[config.mk]
export PLATFORM = sky130hd
export DESIGN_NAME = rpy_front
export DESIGN_NICKNAME = d
export VERILOG_FILES = /design/src/hdl/rpy_pkg.sv /design/src/hdl/rpy_front.sv
export VERILOG_INCLUDE_DIRS = /design/src /design/src/hdl
export SDC_FILE = /design/constraint.sdc
export NUM_CORES = 1
export LEC_CHECK = 0
export BUFFER_PORTS_ARGS = -buffer_cell sky130_fd_sc_hd__buf_2
export CORE_MARGIN = 3
export CORE_UTILIZATION = 47
export DETAILED_ROUTE_END_ITERATION = 6
export GPL_TIMING_DRIVEN = 0
export PLACE_DENSITY = 0.67
export SLEW_MARGIN = 5
export SYNTH_ARGS = -nofsm -noshare
export SYNTH_HDL_FRONTEND = slang
export SYNTH_SLANG_ARGS = --single-unit
[constraint.sdc]
create_clock -name clk -period 11.25 [get_ports clk]
set_clock_uncertainty 0.05 [all_clocks]
set_input_delay 0.5625 -clock clk [delete_from_list [all_inputs] [get_ports clk]]
set_output_delay 0.5625 -clock clk [all_outputs]
set_load 0.02 [all_outputs]
[src/hdl/rotation_to_roll_pitch_yaw_assert.svh]
// assertion macros for the roll pitch yaw block
`ifndef ROTATION_TO_ROLL_PITCH_YAW_ASSERT_SVH
`define ROTATION_TO_ROLL_PITCH_YAW_ASSERT_SVH
`ifndef SYNTHESIS
`define RPY_ASSERT(label, clk, rst, prop) \
  label: assert property (@(posedge clk) disable iff (rst) prop) else $error("%m failed");
`define RPY_ASSERT_RST(label, clk, prop) \
  label: assert property (@(posedge clk) prop) else $error("%m failed");
`else
`define RPY_ASSERT(label, clk, rst, prop)
`define RPY_ASSERT_RST(label, clk, prop)
`endif
`endif

[src/hdl/rpy_pkg.sv]
// shared types, constants and fixed-point helpers for the roll pitch yaw block
package rpy_pkg;
  typedef struct packed {
    logic signed [15:0] m00;
    logic signed [15:0] m10;
    logic signed [15:0] m20;
    logic signed [15:0] m01;
    logic signed [15:0] m11;
    logic signed [15:0] m02;
    logic signed [15:0] m12;
  } in_item_t;

  typedef struct packed {
    logic signed [15:0] roll_angle;
    logic signed [15:0] pitch_angle;
    logic signed [15:0] yaw_angle;
    logic               degenerate;
  } out_item_t;

  // classified item handed from front to back
  typedef struct packed {
    in_item_t mat;
    logic     degen;
  } job_t;

  localparam int Iters = 16;
  localparam int VecW = 48;
  localparam int ZW = 20;
  localparam int NormMin = 39;
  localparam logic signed [ZW-1:0] PiU16 = 20'sd205887;
  localparam logic signed [ZW-1:0] HalfPiU16 = 20'sd102944;
  localparam logic signed [15:0] PiQ13 = 16'sd25736;
  localparam logic signed [31:0] InvGain = 32'sd652032874;

  function automatic logic signed [ZW-1:0] atan_entry(input logic [3:0] i);
    case (i)
      4'd0: atan_entry = 20'sd51472;
      4'd1: atan_entry = 20'sd30386;
      4'd2: atan_entry = 20'sd16055;
      4'd3: atan_entry = 20'sd8150;
      4'd4: atan_entry = 20'sd4091;
      4'd5: atan_entry = 20'sd2047;
      4'd6: atan_entry = 20'sd1024;
      4'd7: atan_entry = 20'sd512;
      4'd8: atan_entry = 20'sd256;
      4'd9: atan_entry = 20'sd128;
      4'd10: atan_entry = 20'sd64;
      4'd11: atan_entry = 20'sd32;
      4'd12: atan_entry = 20'sd16;
      4'd13: atan_entry = 20'sd8;
      4'd14: atan_entry = 20'sd4;
      default: atan_entry = 20'sd2;
    endcase
  endfunction
endpackage

[src/hdl/rpy_front.sv]
// front end: degeneracy test, job queue
module rpy_front #(
  parameter int Depth = 4
) (
  input  logic              clk,
  input  logic              rst,
  input  logic              push,
  output logic              full,
  input  rpy_pkg::in_item_t in_item,
  input  logic [9:0]        limit,
  output logic              job_valid,
  output rpy_pkg::job_t     job,
  input  logic              job_take
);
  localparam int AW = $clog2(Depth);
  rpy_pkg::job_t mem [0:Depth-1];
  logic [AW-1:0] wr_ptr, rd_ptr;
  logic [AW:0] count;
  logic do_push, do_pop;
  logic [15:0] a00, a10;
  logic degen;

  always_comb begin
    a00 = in_item.m00[15] ? 16'(-in_item.m00) : in_item.m00;
    a10 = in_item.m10[15] ? 16'(-in_item.m10) : in_item.m10;
    degen = (a00 <= {6'd0, limit}) && (a10 <= {6'd0, limit});
  end

  assign full = (count == (AW+1)'(Depth));
  assign do_push = push && !full;
  assign job_valid = (count != '0);
  assign do_pop = job_take && job_valid;
  assign job = mem[rd_ptr];

  always_ff @(posedge clk) begin
    if (do_push) mem[wr_ptr] <= '{mat: in_item, degen: degen};
  end

  always_ff @(posedge clk) begin
    if (rst) begin
      wr_ptr <= '0;
      rd_ptr <= '0;
      count <= '0;
    end else begin
      if (do_push) wr_ptr <= wr_ptr + 1'b1;
      if (do_pop) rd_ptr <= rd_ptr + 1'b1;
      count <= count + (AW+1)'(do_push) - (AW+1)'(do_pop);
    end
  end

  `include "rotation_to_roll_pitch_yaw_assert.svh"
  `RPY_ASSERT(a_no_overflow, clk, rst, full |-> !do_push)
  `RPY_ASSERT(a_count_step, clk, rst, (do_push && !do_pop) |=> count == $past(count) + 1'b1)
  `RPY_ASSERT_RST(a_reset_empty, clk, rst |=> !job_valid)
endmodule

# ---- Word-level counts from Yosys, hierarchy flattened
# Memory sizes are Yosys's and may differ from the RTL's. A register that Yosys moved wholly into a read port is not among the register bits.
# Index checks and enable logic that the tools add are counted.
dict set report word_totals {
  n_memories 1
  elab_cells 24
  ram_bits 452
  in_bits 126
  output_inout_bits 115
  reg_bits 7
}
# name words word_bits rd rd_clocked_by_memory_dff write_ports line_no
set mem_list {}
lappend mem_list {mem 4 113 1 1 1 rpy_front.sv:16} ;# rpy_pkg::job_t mem [0:Depth-1];
dict set report op_classes {
  mux 6
  n_eq_ne 1
  n_reduce_logical 5
  n_lt_le_gt_ge 2
  n_addsub 6
}
# cell count
set ops {}
lappend ops {{$le A16 B10 Y1} 2}
lappend ops {{$mux W16} 2}
lappend ops {{$neg A16 Y16} 2}
lappend ops {{$add A2 B1 Y2 const B} 2}
lappend ops {{$mux W2} 2}
lappend ops {{$add A3 B1 Y3} 1}
lappend ops {{$eq A3 B3 Y1 const B} 1}
lappend ops {{$logic_and A1 B1 Y1} 3}
lappend ops {{$reduce_bool A3 Y1} 1}
lappend ops {{$sub A3 B1 Y3} 1}
lappend ops {{$mux W1} 2}
lappend ops {{$logic_not A1 Y1} 1}

# ---- Depth between registers and ports, before layout
# Gate-level depths: netlist (run 1).
dict set report logic_depth {
  depth_word 5
  mapped_depth 12
  depth_no_buf 12
}

# ---- Worst setup path after synthesis (run 1)
# Ideal clock, no wire load.
dict set report synth_path {
  path_kind {input to register}
  startpoint {input push}
  endpoint {memory mem[0][0] in the netlist's numbering (enable)}
  required_ns 10.715
  setup_ns 0.485
  path_stages 3
  setup_slack_ns 7.170
  arrival_ns 3.545
  n_path_buf 1
  path_cell_list {nor2b_1 clkbuf_1 and2_1}
}
dict set report synth_via {
  elab_chain_cells 3
}
# element line_no
set synth_lines {}
lappend synth_lines {{start, declared} rpy_front.sv:7} ;# input logic push,
lappend synth_lines {{$logic_and A1 B1 Y1} rpy_front.sv:30} ;# assign do_push = push && !full;
lappend synth_lines {{$mux W1} rpy_front.sv:36} ;# if (do_push) mem[wr_ptr] <= '{mat: in_item, degen: degen};
lappend synth_lines {{$mux W1 (implied by the code)} rpy_front.sv:36}
lappend synth_lines {{end, declared} rpy_front.sv:16}
# No other way between the ends.

==> results.toml, run 1 <==
[die]
initial_core_util_pct = 48.2
core_region_area_sq_um = 37000
die_area_sq_um = 40400
placementRows = 70
die_h_um = 201
pin_count = 241
die-width_um = 201

[sta]
finalSetupTns_ns = 0
fmax_mhz = 276
slew_violations = 0
min_period_over_period_pct = 32.2
fin_crit_ns = 3.63
rsz0062_at_grt = "false"
hold_slack_ns = 0.156
relSlewSlack_pct = 49.5
hold_viol = 0
setup_viol = 0
worstMarginPinSlew_ns = 0.757

[global_routing]
grt_overflow = 0
grt_use_total_pct = 18.0
grt_pass1_wl_um = 55800
grt_pass1_vias = 9338
antenna_found_initial = 1
grt_max_degree = 52

[job]
maxCapViolations = 0

[critical_path]
crit_path_frequent_cell = "clkbuf_1"
crit_arrival_ns = 3.01
endpoint_kind = "output port"
crit_required_ns = 10.64
path_max_fanout = 10
timing.rr.start = "count[1]"
max_stage_delay_ns = 0.65
worst_setup_path_start_kind = "flip-flop"
worst-setup-path-type = "flip-flop to output port"
cp_top_family = "buffers and inverters"
cp_slowest_cell = "buf_1"
crit_chain = "clkbuf_1 -> clkbuf_1 -> buf_1 -> mux4_2 -> buf_2"
crit_buf_inv = 4

[logic_synthesis]
ys_seq_area_share_pct = 77.0
synth_ff_type = "edfxtp_1"
syn_avg_cell_area_sq_um = 22.2
yosysMostFrequentCell = "edfxtp_1"
synth_top_area_share_pct = 76.0
yosys_warnings = 0
ys_ff_latch = 461
netlist_top_cells_count = "edfxtp_1, mux4_2, ha_1"
ys_async_sr_fraction_pct = 0
synth_area_sq_um = 17900
synth.net_count = 959
synthCells = 804
ys_types = 46
yosysTopAreaCell = "edfxtp_1"
synth-edff-count = 452
synth.area.top_cells = "edfxtp_1, mux4_2, ha_1"

[min_path]
min_from = "in_item[29]"
hold_class = "input port to flip-flop"

[clock_tree]
postCtsHoldBufs = 0
tritoncts = "yes"
cts.sinks = 461
h-tree-depth = 2
cts_max_path_buffers = 3
path_clk_slew_ns = 0.06
cts_buffers = 48
clk_latency_ns = 0.57
postCtsSetupRepairBufs = 0
clockRootBuffer = "clkbuf_16"
cts_resized = 0

[route]
routedWlPerCell_um = 21.6
via_count = 8895
postRouteAntennaNets = 0
drc = 0
vias_per_cell = 5.41
drt_first_pass_iters = 6
wl_um = 35600
dr.first_iter.drc_count = 537

[power]
leakage_nw = 7.28
pwr_density_cell_nw_per_um2 = 227
finalPower_w = 0.00488
vdd_drop_max_v = 0.000133

[final_layout]
area_growth_syn_to_layout_pct = 20.2
fin_cells = 1645
fin_area_sq_um = 21500
fin_nets = 1256
drive_gt1_share_pct = 39.6

[place]
placed_area_sq_um = 19900
dp_hpwl_um = 22600
io_buffers = 239
finalWeightedCongestion = 0.822
dp.cells = 1555

[status]
status = "finished, final reports clean"
power breakdown:
| group | internal [W] | total [W] | switching (W) |
|---|---|---|---|
| logic | 0.000496 | 0.00122 | 0.000723 |
| clock network | 0.000909 | 0.00153 | 0.000621 |
| registers | 0.00209 | 0.00213 | 0.0000385 |
metal layers:
metal,GRT usage (%),vias to the layer above,routed length [um]
met1,24.4,4576,14800
li1,-,3980,-
met2,29.1,285,17500
met5,0,-,0
met3,5.01,54,2550
met4,4.59,0,782
per-stage QoR:
stage	worst slack (ns)	util [%]
after floorplan	7.17	-
after global placement	4.81	53.1
after detailed placement	7.56	53.8
after CTS	7.45	57.9
after global routing	7.36	57.9
final	7.62	57.9
cells by family (layout without fill, tap and decap cells):
logic type / Yosys count / in the layout / share of synthesized area, %
DFF: 461 / 461 / 77.0
muxes: 116 / 116 / 14.4
and+or+nand+nor: 75 / 75 / 2.45
buffers and inverters: 54 / 388 / 1.22
AOI/OAI and AO/OA: 48 / 48 / 1.81
adders and majority gates: 29 / 29 / 2.07
xor gates and xnor gates: 21 / 21 / 1.03
other: 0 / 3 / 0
sequential cells by signal (all words and copies together), names as in the netlist, named ones only:
| signal | cells |
|---|---|
| count | 3 |
| rd_ptr | 2 |
| wr_ptr | 2 |
| mem | 452 |
path summary, 6_finish.rpt:
path                     end  slack (ns)  cells past startpoint
setup / recovery     job[54]        7.62                      5
hold / removal    mem[1][30]        0.16                      1
setup reg to reg  mem[1][74]        8.65                      6
hold reg to reg    wr_ptr[1]        0.51                      2
cell usage in the layout (no fill, tap or decap), types with 8 or more instances in the layout:
cell type | netlist | layout
xnor2_1 | 18 | 18
nand4_1 | 8 | 8
nor2_1 | 13 | 13
edfxtp_1 | 452 | 452
buf_2 | 12 | 251
clkbuf_1 | 17 | 29
ha_1 | 28 | 28
mux4_2 | 113 | 113
nand2_1 | 11 | 11
buf_16 | 0 | 8
clkbuf_16 | 0 | 48
a21oi_1 | 14 | 14
inv_1 | 24 | 24
dfxtp_1 | 9 | 9
cell type report:
| cell class | instances | area [sq um] |
|---|---|---|
| clock buffers | 61 | 1260 |
| diodes | 3 | 7.51 |
| flip-flops and latches | 461 | 13800 |
| inverters | 24 | 90.1 |
| well taps | 504 | 631 |
| repair buffers | 247 | 1420 |
| clock inverters | 26 | 277 |
| multi-input cells | 289 | 3900 |
| plain buffers | 30 | 128 |
| fillers | 2795 | 15600 |
No activity file was read; power rests on OpenSTA's default activity.
==> inputs of run 2 (changes only) <==
Clock period 11.25 ns to 3.62 ns, I/O delays scaled along.
==> results.toml, run 2 (synthesis gave the netlist of run 1 again) <==
[status]
status = "finished, final reports clean"

[final_layout]
fin_cells = 1757
top_register = "mem"
n_antenna_cell = 0
multi_input_area_sq_um = 3910
layout_commonest_cell = "edfxtp_1"
fin_area_sq_um = 22600
area_growth_syn_to_layout_pct = 26.3
largest_register_ffs = 452
fin_nets = 1369
fill_cells = 2677
top_regs = "mem: 452 flops, count: 3 flops"
drive_gt1_share_pct = 35.4
mostFrequentLayoutCells = "edfxtp_1, buf_2, dlygate4sd3_1, mux4_2, clkbuf_16"
register_area_sq_um = 13800

[die]
placementRows = 70
die_h_um = 201
initial_core_util_pct = 48.2
die-width_um = 201
pin_count = 241
core_region_area_sq_um = 37000
die_area_sq_um = 40400

[route]
met3_length_um = 2210
dr.first_iter.drc_count = 548
via_count = 9246
wl_um = 36200
postRouteAntennaNets = 0
routedWlPerCell_um = 20.6
met1_length_um = 15200
vias_per_cell = 5.26
wl_met2_um = 18200
drt_first_pass_iters = 5
drc = 0
top_layer = "met4"

[min_path]
hold_path_depth = 5
min_from = "push"
hold_class = "input port to flip-flop"
hold_end = "wr_ptr[0]"

[clock_tree]
cts.sinks = 461
clk_latency_ns = 0.57
h-tree-depth = 2
tritoncts = "yes"
cts_max_path_buffers = 3
path_clk_slew_ns = 0.06
postCtsSetupRepairBufs = 0
cts_buffers = 47
clockRootBuffer = "clkbuf_16"

[job]
maxCapViolations = 0

[critical_path]
cp_top_family = "buffers and inverters"
worst-setup-path-type = "flip-flop to output port"
crit_chain = "clkbuf_1 -> clkbuf_1 -> clkbuf_1 -> mux4_2 -> buf_2"
cp_slowest_cell = "clkbuf_1"
max_stage_delay_ns = 0.69
crit_buf_inv = 4
worst_setup_path_start_kind = "flip-flop"
crit_arrival_ns = 3.14
rr_worst_depth = 6
path_max_fanout = 10
timing.rr.start = "count[1]"
crit_path_frequent_cell = "clkbuf_1"
ff2ff_setup_slack_ns = 1.12
rr_endpoint = "mem[2][60]"
crit_required_ns = 3.39
endpoint_kind = "output port"

[sta]
hold_viol = 0
slew_violations = 0
hold_slack_ns = 0.241
fmax_mhz = 297
fin_crit_ns = 3.37
setup_viol = 0
relSlewSlack_pct = 43.6
worstMarginPinSlew_ns = 0.846
min_period_over_period_pct = 93.0
setup_slack_ns = 0.252
rsz0062_at_grt = "false"

[place]
io_buffers = 239
pre_cts_slack_ns = 0.191
dp_hpwl_um = 22700
finalWeightedCongestion = 0.850
placed_area_sq_um = 19900
dp.cells = 1555

[global_routing]
grt_pass1_wl_um = 57000
grt_use_total_pct = 18.2
grt_max_degree = 56
grt_overflow = 0
grt_pass1_vias = 9822
antenna_found_initial = 0

[power]
vdd_drop_max_v = 0.000537
pwr_density_cell_nw_per_um2 = 670
leakage_nw = 7.73
finalPower_w = 0.0151
[run 2: cell types whose count changed in the layout (fill, tap and decap cells not counted), sizes merged]
cell / change
bufinv: -2
dlygate4sd3: +114
clkinvlp: -2
diode: -3
clkbuf: +5
[run 2: worst max path at each step]
stage	cells past startpoint	endpoint	startpoint	slack [ns]
final	5	job[76]	flip-flop	0.25
after global routing	5	job[78]	flip-flop	0.04
after CTS	5	job[78]	flip-flop	0.11
after detailed placement	12	mem[2][0]	in_item[80]	0.19
after global placement	4	mem[1][61]	count[1]	-0.37
after floorplan	4	mem[0][0]	count[1]	0.81
[run 2: worst min-delay path: stages]
cell      delay (ns)
buf_2           0.10
nor2b_1         0.12
clkbuf_1        0.20
xnor2_1         0.18
nor2_1          0.04
[run 2: cell type report]
class	instances	area share (%)
buffer	30	0.566
clock buffer	66	5.71
clock inverter	22	0.887
inverter	24	0.399
multi-input combinational	289	17.3
sequential	461	61.0
tap	504	2.80
timing repair buffer	361	11.3
[run 2: where the power goes]
group / switching (W) / leakage (nW) / internal, W / total [W]
Sequential: 0.000123 / 4.22 / 0.00650 / 0.00662
Clock: 0.00191 / 0.717 / 0.00271 / 0.00461
Combinational: 0.00226 / 2.80 / 0.00162 / 0.00388
[run 2: per-stage QoR]
| step | utilization (%) | TNS [ns] |
|---|---|---|
| floorplan | - | 0 |
| global placement | 53.2 | -152.33 |
| detailed placement | 53.8 | 0 |
| CTS | 60.9 | 0 |
| global route | 60.9 | 0 |
| finish | 60.9 | 0 |
[run 2: timing repair]
action | CTS | global route
hold buffers | 114 | 0
setup endpoints to repair | 0 | 4
endpoints found under the hold margin | 457 | 0
resized for setup | 0 | 1
[run 2: layer usage]
metal,global-route usage (%),up-vias
met5,0,-
met4,4.14,0
met3,4.44,47
met2,30.1,273
met1,24.7,4709
li1,-,4217
